## config.mk

```make
export PLATFORM = sky130hd
export DESIGN_NAME = spl_div
export DESIGN_NICKNAME = d
export VERILOG_FILES = /design/src/rtl/spl_pkg.sv /design/src/rtl/spl_div.sv
export SDC_FILE = /design/constraint.sdc
export NUM_CORES = 1
export LEC_CHECK = 0
export ABC_AREA = 1
export BUFFER_PORTS_ARGS = -buffer_cell sky130_fd_sc_hd__clkbuf_2
export CAP_MARGIN = 10
export CORE_ASPECT_RATIO = 0.5
export CORE_UTILIZATION = 47
export DETAILED_ROUTE_END_ITERATION = 8
export HOLD_SLACK_MARGIN = 0.06
export PLACE_DENSITY_LB_ADDON = 0.05
export SYNTH_ARGS = -nofsm -noshare
export SYNTH_HDL_FRONTEND = slang
export SYNTH_SLANG_ARGS = --single-unit
```

## constraint.sdc

```tcl
create_clock -name clk -period 2 [get_ports clk]
set_input_delay 0 -clock clk [delete_from_list [all_inputs] [get_ports clk]]
set_output_delay 0 -clock clk [all_outputs]
set_load 0.01 [all_outputs]
```

## src/rtl/spl_pkg.sv

```systemverilog
// Shared constants, tables and helper functions of the stereo peak limiter.
package spl_pkg;

    localparam int SAMPLE_BITS   = 24;
    localparam int LOG_FRAC_BITS = 20;
    localparam int THR_BITS      = 11;
    localparam int COEFF_BITS    = 24;
    localparam int CFG_IDX_BITS  = 2;
    localparam int CFG_DATA_BITS = 24;
    localparam int DIV_NUM_BITS  = 60;
    localparam int DIV_DEN_BITS  = 28;
    localparam int DIV_Q_BITS    = 33;

    localparam logic [CFG_IDX_BITS-1:0] REG_THRESHOLD = 2'd0;
    localparam logic [CFG_IDX_BITS-1:0] REG_ATTACK    = 2'd1;
    localparam logic [CFG_IDX_BITS-1:0] REG_RELEASE   = 2'd2;

    localparam logic signed [THR_BITS-1:0] THR_RESET     = -11'sd10;
    localparam logic [COEFF_BITS-1:0]      ATTACK_RESET  = 24'd34914;
    localparam logic [COEFF_BITS-1:0]      RELEASE_RESET = 24'd175;

    localparam logic [DIV_DEN_BITS-1:0] LN2_Q28   = 28'd186065279;
    localparam logic [63:0]             THR_K_Q32 = 64'd49615462;
    localparam logic [63:0] FLOOR_LOG =
        ((64'd110 * 64'd186065279 << LOG_FRAC_BITS) + (64'd1 << 27)) >> 28;

    function automatic logic [63:0] isqrt64(input logic [63:0] v_in);
        logic [63:0] v;
        logic [63:0] res;
        logic [63:0] bt;
        v   = v_in;
        res = 64'd0;
        bt  = 64'd1 << 62;
        for (int i = 0; i < 32; i++) begin
            if (bt > v)
                bt = bt >> 2;
        end
        for (int i = 0; i < 32; i++) begin
            if (bt != 64'd0) begin
                if (v >= res + bt) begin
                    v   = v - (res + bt);
                    res = (res >> 1) + bt;
                end else begin
                    res = res >> 1;
                end
                bt = bt >> 2;
            end
        end
        return res;
    endfunction

    function automatic logic [29:0] exp_fac(input int k);
        logic [63:0] c;
        c = 64'd1 << 29;
        for (int i = 0; i < k; i++)
            c = isqrt64(c << 30);
        return c[29:0];
    endfunction

    localparam logic [29:0] EXP_FAC [LOG_FRAC_BITS] = '{
        exp_fac(1),  exp_fac(2),  exp_fac(3),  exp_fac(4),  exp_fac(5),
        exp_fac(6),  exp_fac(7),  exp_fac(8),  exp_fac(9),  exp_fac(10),
        exp_fac(11), exp_fac(12), exp_fac(13), exp_fac(14), exp_fac(15),
        exp_fac(16), exp_fac(17), exp_fac(18), exp_fac(19), exp_fac(20)
    };

    function automatic logic signed [25:0] thr_log(input logic signed [THR_BITS-1:0] t);
        logic [THR_BITS-1:0] mag;
        logic [63:0]         prod;
        logic [25:0]         rnd;
        mag  = t[THR_BITS-1] ? THR_BITS'(-t) : THR_BITS'(t);
        prod = 64'(mag) * THR_K_Q32;
        rnd  = 26'((prod + (64'd1 << (31 - LOG_FRAC_BITS))) >> (32 - LOG_FRAC_BITS));
        return t[THR_BITS-1] ? -$signed(rnd) : $signed(rnd);
    endfunction

    typedef struct packed {
        logic start;
        logic done;
    } div_ctl_t;

endpackage

```

## src/rtl/spl_div.sv

```systemverilog
// Bit-serial restoring divider that divides a gain magnitude shifted by 28 by ln 2 in Q28.
module spl_div (
    input  logic                          clk,
    input  logic                          rst_n,
    input  logic                          start,
    input  logic [31:0]                   dividend,
    output logic                          done,
    output logic [spl_pkg::DIV_Q_BITS-1:0] quotient
);

    logic [spl_pkg::DIV_DEN_BITS-1:0] rem_reg;
    logic [spl_pkg::DIV_NUM_BITS-1:0] num_reg;
    logic [spl_pkg::DIV_Q_BITS-1:0]   quo_reg;
    logic [5:0]                       cnt_reg;
    logic                             run_reg;
    logic                             done_reg;
    logic [spl_pkg::DIV_DEN_BITS:0]   sh;
    logic                             ge;

    assign sh = {rem_reg, num_reg[spl_pkg::DIV_NUM_BITS-1]};
    assign ge = sh >= {1'b0, spl_pkg::LN2_Q28};

    always_ff @(posedge clk or negedge rst_n)
    begin
        if (!rst_n)
        begin
            rem_reg  <= '0;
            num_reg  <= '0;
            quo_reg  <= '0;
            cnt_reg  <= '0;
            run_reg  <= 1'b0;
            done_reg <= 1'b0;
        end
        else
        begin
            done_reg <= 1'b0;
            if (start)
            begin
                rem_reg <= '0;
                num_reg <= {dividend, 28'd0};
                quo_reg <= '0;
                cnt_reg <= '0;
                run_reg <= 1'b1;
            end
            else if (run_reg)
            begin
                rem_reg <= ge ? spl_pkg::DIV_DEN_BITS'(sh - {1'b0, spl_pkg::LN2_Q28})
                              : sh[spl_pkg::DIV_DEN_BITS-1:0];
                num_reg <= {num_reg[spl_pkg::DIV_NUM_BITS-2:0], 1'b0};
                quo_reg <= {quo_reg[spl_pkg::DIV_Q_BITS-2:0], ge};
                cnt_reg <= cnt_reg + 6'd1;
                if (cnt_reg == 6'(spl_pkg::DIV_NUM_BITS - 1))
                begin
                    run_reg  <= 1'b0;
                    done_reg <= 1'b1;
                end
            end
        end
    end

    assign done     = done_reg;
    assign quotient = quo_reg;

endmodule

```

==> impl_metrics.xml, run 1 <==
<?xml version="1.0" encoding="UTF-8"?>
<metrics>
  <group name="placement">
    <metric name="detailedPlacementHpwl" unit="µm">9660</metric>
    <metric name="global_placement_routability_congestion" unit="">0.988</metric>
    <metric name="placement.io_buffers" unit="">68</metric>
    <metric name="detailed_place.area" unit="µm²">5980</metric>
    <metric name="preCtsSetupSlack" unit="ns">0.131</metric>
  </group>
  <group name="route">
    <metric name="drtPass1Iterations" unit="">4</metric>
    <metric name="post_drt_via_cell_ratio" unit="">5.14</metric>
    <metric name="routed-via-count" unit="">5097</metric>
    <metric name="route.antenna.remaining_nets" unit="">0</metric>
    <metric name="drt-wirelength-per-cell" unit="µm">14.2</metric>
    <metric name="routed_wirelength" unit="µm">14000</metric>
    <metric name="detail_route.drc_violations" unit="">0</metric>
    <metric name="initialDrtViolationCount" unit="">330</metric>
  </group>
  <group name="yosys">
    <metric name="synth_cells" unit="">739</metric>
    <metric name="yosys_warn_count" unit="">0</metric>
    <metric name="synth-async-reset-ratio" unit="">1.00</metric>
    <metric name="yosys_most_used_dff" unit="">dfrtp_1</metric>
    <metric name="synth_nets" unit="">776</metric>
    <metric name="synth.largest_area_cell" unit="">dfrtp_1</metric>
    <metric name="postSynthRegisterBits" unit="">101</metric>
    <metric name="synth_enable_flop_cells" unit="">0</metric>
    <metric name="synthesis.area" unit="µm²">5410</metric>
    <metric name="ys_types" unit="">31</metric>
    <metric name="synth.top_cells.by_count" unit="">nand2_1, dfrtp_1, inv_1, nand3_1, nor2_1</metric>
    <metric name="synth.avg_cell_area" unit="µm²">7.32</metric>
    <metric name="synth.top_cell.area_share" unit="">0.467</metric>
    <metric name="synth.most_common_cell" unit="">nand2_1</metric>
    <metric name="ys_top_cells_by_area" unit="">dfrtp_1, nand2_1, nand3_1, inv_1, nor2_1</metric>
    <metric name="synth.yosys.seq_area_share" unit="">0.467</metric>
  </group>
  <group name="critical_path">
    <metric name="crit_path_max_incr_delay" unit="ns">0.40</metric>
    <metric name="timing.critical_path.to_type" unit="">flip-flop</metric>
    <metric name="critical_path.most_common_cell" unit="">nand3_1</metric>
    <metric name="critPathMaxFanout" unit="">21</metric>
    <metric name="reg2reg_setup_slack" unit="ns">0.17</metric>
    <metric name="r2r-start" unit="">num_reg[59]$_DFFE_PN0P_</metric>
    <metric name="critical_path.cell_chain" unit="">ha_1 &gt; nand3_1 &gt; inv_2 &gt; nand2_1 &gt; nor2_1 &gt; nand3_2 &gt; nand3_4 &gt; buf_12 &gt; nand3_1 &gt; nand3_1 &gt; nand2_1</metric>
    <metric name="cp_top_delay_family" unit="">simple AND/OR/NAND/NOR gates</metric>
    <metric name="path_buf_inv" unit="">2</metric>
    <metric name="critical-path-slowest-cell" unit="">dfrtp_1</metric>
    <metric name="timing.critical_path.from_type" unit="">flip-flop</metric>
    <metric name="worst_ep_arrival_time" unit="ns">2.06</metric>
    <metric name="crit_type" unit="">reg -&gt; reg</metric>
    <metric name="critical_path_required" unit="ns">2.23</metric>
    <metric name="launching_element_of_the_worst_setup_path" unit="">num_reg[59]$_DFFE_PN0P_</metric>
  </group>
  <group name="cts">
    <metric name="cts_max_path_buffers" unit="">2</metric>
    <metric name="clock_tree_from_tritoncts" unit="">yes</metric>
    <metric name="number_of_levels_in_the_clock_h_tree" unit="">3</metric>
    <metric name="clock_insertion_delay_worst_skew" unit="ns">0.35</metric>
    <metric name="clk_root_buffer_cell" unit="">clkbuf_16</metric>
    <metric name="clk_pin_slew" unit="ns">0.07</metric>
    <metric name="cts-buffers-inserted" unit="">9</metric>
    <metric name="numClockSinks" unit="">101</metric>
  </group>
  <group name="floorplanning">
    <metric name="core" unit="µm²">11100</metric>
    <metric name="start_util" unit="">0.487</metric>
    <metric name="die_width" unit="µm">154</metric>
    <metric name="io_pins" unit="">69</metric>
    <metric name="die_h" unit="µm">77.9</metric>
    <metric name="row_count" unit="">27</metric>
    <metric name="die-area" unit="µm²">12000</metric>
  </group>
  <group name="finish">
    <metric name="final_cell_area" unit="µm²">6650</metric>
    <metric name="flow.area_growth_from_synthesis" unit="%">22.8</metric>
    <metric name="post_route_cells_drive_above_1_share" unit="">0.150</metric>
    <metric name="n_antenna_cell" unit="">0</metric>
    <metric name="number_of_nets_in_the_final_layout" unit="">879</metric>
    <metric name="largest_reg_flops" unit="">33</metric>
  </group>
  <group name="power">
    <metric name="cellPowerDensity" unit="nW/µm²">649</metric>
    <metric name="power.share.combinational" unit="">0.080</metric>
    <metric name="seq_power_share" unit="">0.507</metric>
    <metric name="switching_share" unit="">0.258</metric>
    <metric name="internal_power" unit="W">0.00320</metric>
    <metric name="power.ir.vdd_worst" unit="µV">429</metric>
    <metric name="power.clock.fraction" unit="">0.413</metric>
    <metric name="leakage_power_figure" unit="nW">3.43</metric>
    <metric name="power.switching" unit="W">0.00111</metric>
  </group>
  <group name="sta">
    <metric name="period_share" unit="">0.915</metric>
    <metric name="fin_worst_skew" unit="ns">0.00890</metric>
    <metric name="timing.fmax" unit="MHz">546</metric>
    <metric name="final.hold.worst_slack" unit="ns">0.0646</metric>
    <metric name="final.min_clock_period" unit="ns">1.83</metric>
    <metric name="relSlewSlack" unit="">0.598</metric>
    <metric name="timing.final.hold_violations" unit="">0</metric>
    <metric name="total_count_of_max_transition_violations_in_the_final_report" unit="">0</metric>
    <metric name="final_critical_path_setup_slack" unit="ns">0.170</metric>
    <metric name="worst_pin_slew" unit="ns">0.602</metric>
    <metric name="setup_violations" unit="">0</metric>
    <metric name="rsz_0062_raised_after_global_routing" unit="">false</metric>
    <metric name="finalSetupTns" unit="ns">0</metric>
  </group>
  <group name="grt">
    <metric name="grt.total_usage" unit="">0.250</metric>
    <metric name="global_route.peak_usage_layer" unit="">met2</metric>
    <metric name="grt.met2_usage" unit="">0.388</metric>
    <metric name="grt_pass1_wl" unit="µm">23800</metric>
    <metric name="antenna_found_initial" unit="">0</metric>
    <metric name="via_count_of_the_first_global_routing_pass" unit="">4881</metric>
    <metric name="met3_usage" unit="">0.0570</metric>
    <metric name="residual_overflow_from_global_routing" unit="">0</metric>
    <metric name="pin_count_of_the_biggest_net_entering_global_routing" unit="">45</metric>
    <metric name="use_met1" unit="">0.354</metric>
  </group>
  <group name="status">
    <metric name="outcome" unit="">finished clean</metric>
  </group>
  <group name="hold_path">
    <metric name="holdCritStartpoint" unit="">start</metric>
    <metric name="hp-class" unit="">in -&gt; reg</metric>
  </group>
  <group name="flow_run">
    <metric name="cap_violations" unit="">0</metric>
  </group>
</metrics>
[layer usage]
layer,share of wire,vias to the layer above
met3,0.049,14
met5,0,-
met4,0.013,0
met2,0.44,127
met1,0.50,2375
li1,-,2581
[path summary, 6_finish.rpt]
path,end,cells after the start
setup / recovery,rem_reg[16]$_DFFE_PN0P_,11
setup reg to reg,rem_reg[16]$_DFFE_PN0P_,11
min in group asynchronous,rem_reg[10]$_DFFE_PN0P_,2
hold / removal,num_reg[58]$_DFFE_PN0P_,3
hold reg to reg,num_reg[53]$_DFFE_PN0P_,2
max in group asynchronous,rem_reg[25]$_DFFE_PN0P_,3
[cell usage in the layout (no fill, tap or decap), types with 2 or more instances in the layout]
cell           instances
dfrtp_1              100
inv_1                 87
o22ai_1               32
buf_12                 4
nand2_2                2
buf_4                 14
inv_8                  2
o21bai_1               3
o21ai_0               11
dlygate4sd3_1         34
a22oi_1               29
xor2_1                 3
nand3_2                2
clkbuf_2              67
clkbuf_16              9
ha_1                   2
nand3_1               75
nor2_4                 4
nor2_1                55
a21oi_1               13
nor3_1                 7
o211ai_1               2
nor2_2                 6
o21ai_1                4
nand4_1                2
inv_2                  9
nand2_1              257
[what timing repair did]
item,CTS,global route
endpoints found under the hold margin,73,0
endpoints found under the setup margin,0,24
hold buffers,34,0
resized for setup,0,5
buffers inserted,0,1
[worst min-delay path, cell delays in order]
cell and delay [ns]:
clkbuf_2 0.18, nand2_1 0.10, o211ai_1 0.08
[area by class of cell]
| class | instances | area, µm² |
|---|---|---|
| flip-flops and latches | 101 | 2530 |
| clock inverters | 6 | 63.8 |
| well taps | 145 | 181 |
| fillers | 1034 | 4470 |
| clock buffers | 10 | 239 |
| multi-input cells | 514 | 2410 |
| inverters | 97 | 364 |
| repair buffers | 119 | 861 |
[power groups by stage]
stage / Sequential (W) / Combinational (W) / Clock [W]
3_3_place_gp: 0.00222 / 0.000286 / 0
2_1_floorplan: 0.00221 / 0.000166 / 0
3_5_place_dp: 0.00222 / 0.000295 / 0
6_report: 0.00219 / 0.000346 / 0.00178
4_1_cts: 0.00219 / 0.000347 / 0.00184
5_1_grt: 0.00220 / 0.000392 / 0.00190
[metrics by stage]
step,instances,util,power [W]
final,992,0.598,0.00431
after global routing,992,0.598,0.00449
after CTS,991,0.596,0.00437
after detailed placement,941,0.538,0.00252
after global placement,941,0.538,0.00251
after floorplan,739,-,0.00238
[kinds of logic after synthesis]
kind of cell,Yosys count,synth area share
and+or+nand+nor,412,0.316
DFF,101,0.467
AOI/OAI and AO/OA,97,0.114
xor gates and xnor gates,3,0.00486
adders and majority gates,2,0.00462
buffers and inverters,124,0.0927
Power figures use the tool's default switching activity.
==> run 2: changes to the inputs <==
- CELL_PAD_IN_SITES_DETAIL_PLACEMENT: not set -> 1
- CELL_PAD_IN_SITES_GLOBAL_PLACEMENT: not set -> 1
- CORE_UTILIZATION: 47 -> 42
==> impl_metrics.xml, run 2 (synthesis gave the netlist of run 1 again) <==
<?xml version="1.0" encoding="UTF-8"?>
<metrics>
  <group name="status">
    <metric name="outcome" unit="">finished clean</metric>
  </group>
  <group name="power">
    <metric name="leakage_power_figure" unit="nW">3.46</metric>
    <metric name="seq_power_share" unit="">0.497</metric>
    <metric name="internal_power" unit="W">0.00321</metric>
    <metric name="power.switching" unit="W">0.00120</metric>
    <metric name="cellPowerDensity" unit="nW/µm²">655</metric>
    <metric name="switching_share" unit="">0.273</metric>
    <metric name="power.ir.vdd_worst" unit="µV">383</metric>
    <metric name="power.share.combinational" unit="">0.085</metric>
    <metric name="power.clock.fraction" unit="">0.417</metric>
  </group>
  <group name="grt">
    <metric name="met3_usage" unit="">0.0669</metric>
    <metric name="grt.total_usage" unit="">0.287</metric>
    <metric name="global_route.peak_usage_layer" unit="">met2</metric>
    <metric name="antenna_found_initial" unit="">0</metric>
    <metric name="grt_pass1_wl" unit="µm">29300</metric>
    <metric name="via_count_of_the_first_global_routing_pass" unit="">5690</metric>
    <metric name="grt.met2_usage" unit="">0.497</metric>
    <metric name="use_met1" unit="">0.361</metric>
    <metric name="residual_overflow_from_global_routing" unit="">0</metric>
    <metric name="pin_count_of_the_biggest_net_entering_global_routing" unit="">47</metric>
  </group>
  <group name="sta">
    <metric name="fin_worst_skew" unit="ns">0.0104</metric>
    <metric name="relSlewSlack" unit="">0.543</metric>
    <metric name="finalSetupTns" unit="ns">0</metric>
    <metric name="worst_pin_slew" unit="ns">0.684</metric>
    <metric name="timing.fmax" unit="MHz">538</metric>
    <metric name="rsz_0062_raised_after_global_routing" unit="">false</metric>
    <metric name="timing.final.hold_violations" unit="">0</metric>
    <metric name="final.hold.worst_slack" unit="ns">0.218</metric>
    <metric name="setup_violations" unit="">0</metric>
    <metric name="final.min_clock_period" unit="ns">1.86</metric>
    <metric name="total_count_of_max_transition_violations_in_the_final_report" unit="">0</metric>
    <metric name="period_share" unit="">0.929</metric>
  </group>
  <group name="floorplanning">
    <metric name="row_count" unit="">28</metric>
    <metric name="die_h" unit="µm">82.3</metric>
    <metric name="die_width" unit="µm">163</metric>
    <metric name="io_pins" unit="">69</metric>
    <metric name="die-area" unit="µm²">13400</metric>
    <metric name="core" unit="µm²">12200</metric>
    <metric name="start_util" unit="">0.444</metric>
  </group>
  <group name="critical_path">
    <metric name="crit_type" unit="">reg -&gt; reg</metric>
    <metric name="timing.critical_path.from_type" unit="">flip-flop</metric>
    <metric name="critical_path_required" unit="ns">2.25</metric>
    <metric name="worst_ep_arrival_time" unit="ns">2.11</metric>
    <metric name="timing.critical_path.to_type" unit="">flip-flop</metric>
    <metric name="critPathMaxFanout" unit="">23</metric>
  </group>
  <group name="cts">
    <metric name="clk_pin_slew" unit="ns">0.08</metric>
    <metric name="cts-buffers-inserted" unit="">9</metric>
    <metric name="clock_insertion_delay_worst_skew" unit="ns">0.36</metric>
    <metric name="cts_max_path_buffers" unit="">2</metric>
    <metric name="number_of_levels_in_the_clock_h_tree" unit="">3</metric>
    <metric name="clk_root_buffer_cell" unit="">clkbuf_16</metric>
    <metric name="numClockSinks" unit="">101</metric>
    <metric name="clock_tree_from_tritoncts" unit="">yes</metric>
  </group>
  <group name="finish">
    <metric name="n_antenna_cell" unit="">0</metric>
    <metric name="most_used_cells_in_the_layout_excluding_fill_and_tap_cells" unit="">nand2_1, dfrtp_1, inv_1</metric>
    <metric name="flow.area_growth_from_synthesis" unit="%">24.6</metric>
    <metric name="mostFrequentLayoutCell" unit="">nand2_1</metric>
    <metric name="post_route_cells_drive_above_1_share" unit="">0.166</metric>
    <metric name="largest_reg_flops" unit="">33</metric>
    <metric name="number_of_nets_in_the_final_layout" unit="">885</metric>
  </group>
  <group name="flow_run">
    <metric name="cap_violations" unit="">0</metric>
  </group>
  <group name="placement">
    <metric name="detailedPlacementHpwl" unit="µm">11600</metric>
    <metric name="global_placement_routability_congestion" unit="">0.859</metric>
    <metric name="placement.io_buffers" unit="">68</metric>
  </group>
  <group name="route">
    <metric name="routed-via-count" unit="">5499</metric>
    <metric name="route.antenna.remaining_nets" unit="">0</metric>
    <metric name="routed_wirelength" unit="µm">18300</metric>
    <metric name="initialDrtViolationCount" unit="">296</metric>
    <metric name="drt-wirelength-per-cell" unit="µm">18.0</metric>
    <metric name="detail_route.drc_violations" unit="">0</metric>
    <metric name="post_drt_via_cell_ratio" unit="">5.40</metric>
    <metric name="drtPass1Iterations" unit="">4</metric>
  </group>
  <group name="hold_path">
    <metric name="hp-class" unit="">in -&gt; async</metric>
  </group>
</metrics>
run 2: cell types whose count changed in the layout (fill, tap and decap cells not counted), sizes merged:
cell / previous run / this run
dlygate4sd3: 34 / 35
clkinv: 3 / 4
clkinvlp: 1 / 0
buf: 18 / 23
run 2: final timing paths:
path | startpoint | to | slack [ns] | cells after the start
max | rem_reg[0]$_DFFE_PN0P_ | rem_reg[19]$_DFFE_PN0P_ | 0.14 | 11
min | rst_n | rem_reg[11]$_DFFE_PN0P_ | 0.22 | 2
max reg2reg | rem_reg[0]$_DFFE_PN0P_ | rem_reg[19]$_DFFE_PN0P_ | 0.14 | 11
min reg2reg | num_reg[34]$_DFFE_PN0P_ | num_reg[35]$_DFFE_PN0P_ | 0.50 | 2
max in group asynchronous | rst_n | rem_reg[15]$_DFFE_PN0P_ | 1.12 | 3
min in group clk | dividend[18] | num_reg[46]$_DFFE_PN0P_ | 0.43 | 4
run 2: layout make-up:
| type | count | area (µm²) |
|---|---|---|
| Clock buffer | 10 | 239 |
| Clock inverter | 6 | 65.1 |
| Fill cell | 1567 | 5450 |
| Inverter | 97 | 367 |
| Multi-Input combinational cell | 514 | 2420 |
| Sequential cell | 101 | 2540 |
| Tap cell | 165 | 206 |
| Timing Repair Buffer | 125 | 908 |
run 2: metal layers:
layer,up-vias,wire length (µm)
met3,21,877
li1,2604,-
met4,0,285
met2,103,8900
met1,2771,8270
met5,-,0
run 2: through the flow:
stage	std cells	utilization	worst slack [ns]	instance area [µm²]	total power [W]
2_1_floorplan	739	-	0.382	5410	0.00238
3_3_place_gp	962	0.493	0.0896	6010	0.00252
3_5_place_dp	962	0.493	0.0466	6010	0.00253
4_1_cts	1013	0.547	0.0217	6670	0.00440
5_1_grt	1018	0.553	0.00294	6740	0.00457
6_report	1018	0.553	0.142	6740	0.00441
run 2: what timing repair did:
item	4_1_cts	5_1_grt
gates resized for setup	0	16
hold buffers	35	0
hold endpoints to repair	78	0
setup buffers	0	5
endpoints found under the setup margin	0	27
run 2: power groups by stage:
| stage | sequential (W) | clock [W] | combinational (W) |
|---|---|---|---|
| after floorplan | 0.00221 | 0 | 0.000166 |
| after global placement | 0.00222 | 0 | 0.000294 |
| after detailed placement | 0.00222 | 0 | 0.000310 |
| after CTS | 0.00219 | 0.00185 | 0.000366 |
| after global routing | 0.00220 | 0.00194 | 0.000429 |
| final | 0.00219 | 0.00184 | 0.000377 |
run 2: critical path, stage by stage (launching register included):
cell and delay (ns):
dfrtp_1 0.37, ha_1 0.22, nand3_2 0.12, inv_2 0.09, nand2_1 0.07, nor2_1 0.13, nand3_1 0.16, nand3_4 0.18
buf_12 0.17, nand3_1 0.08, nand3_1 0.09, nand2_1 0.05
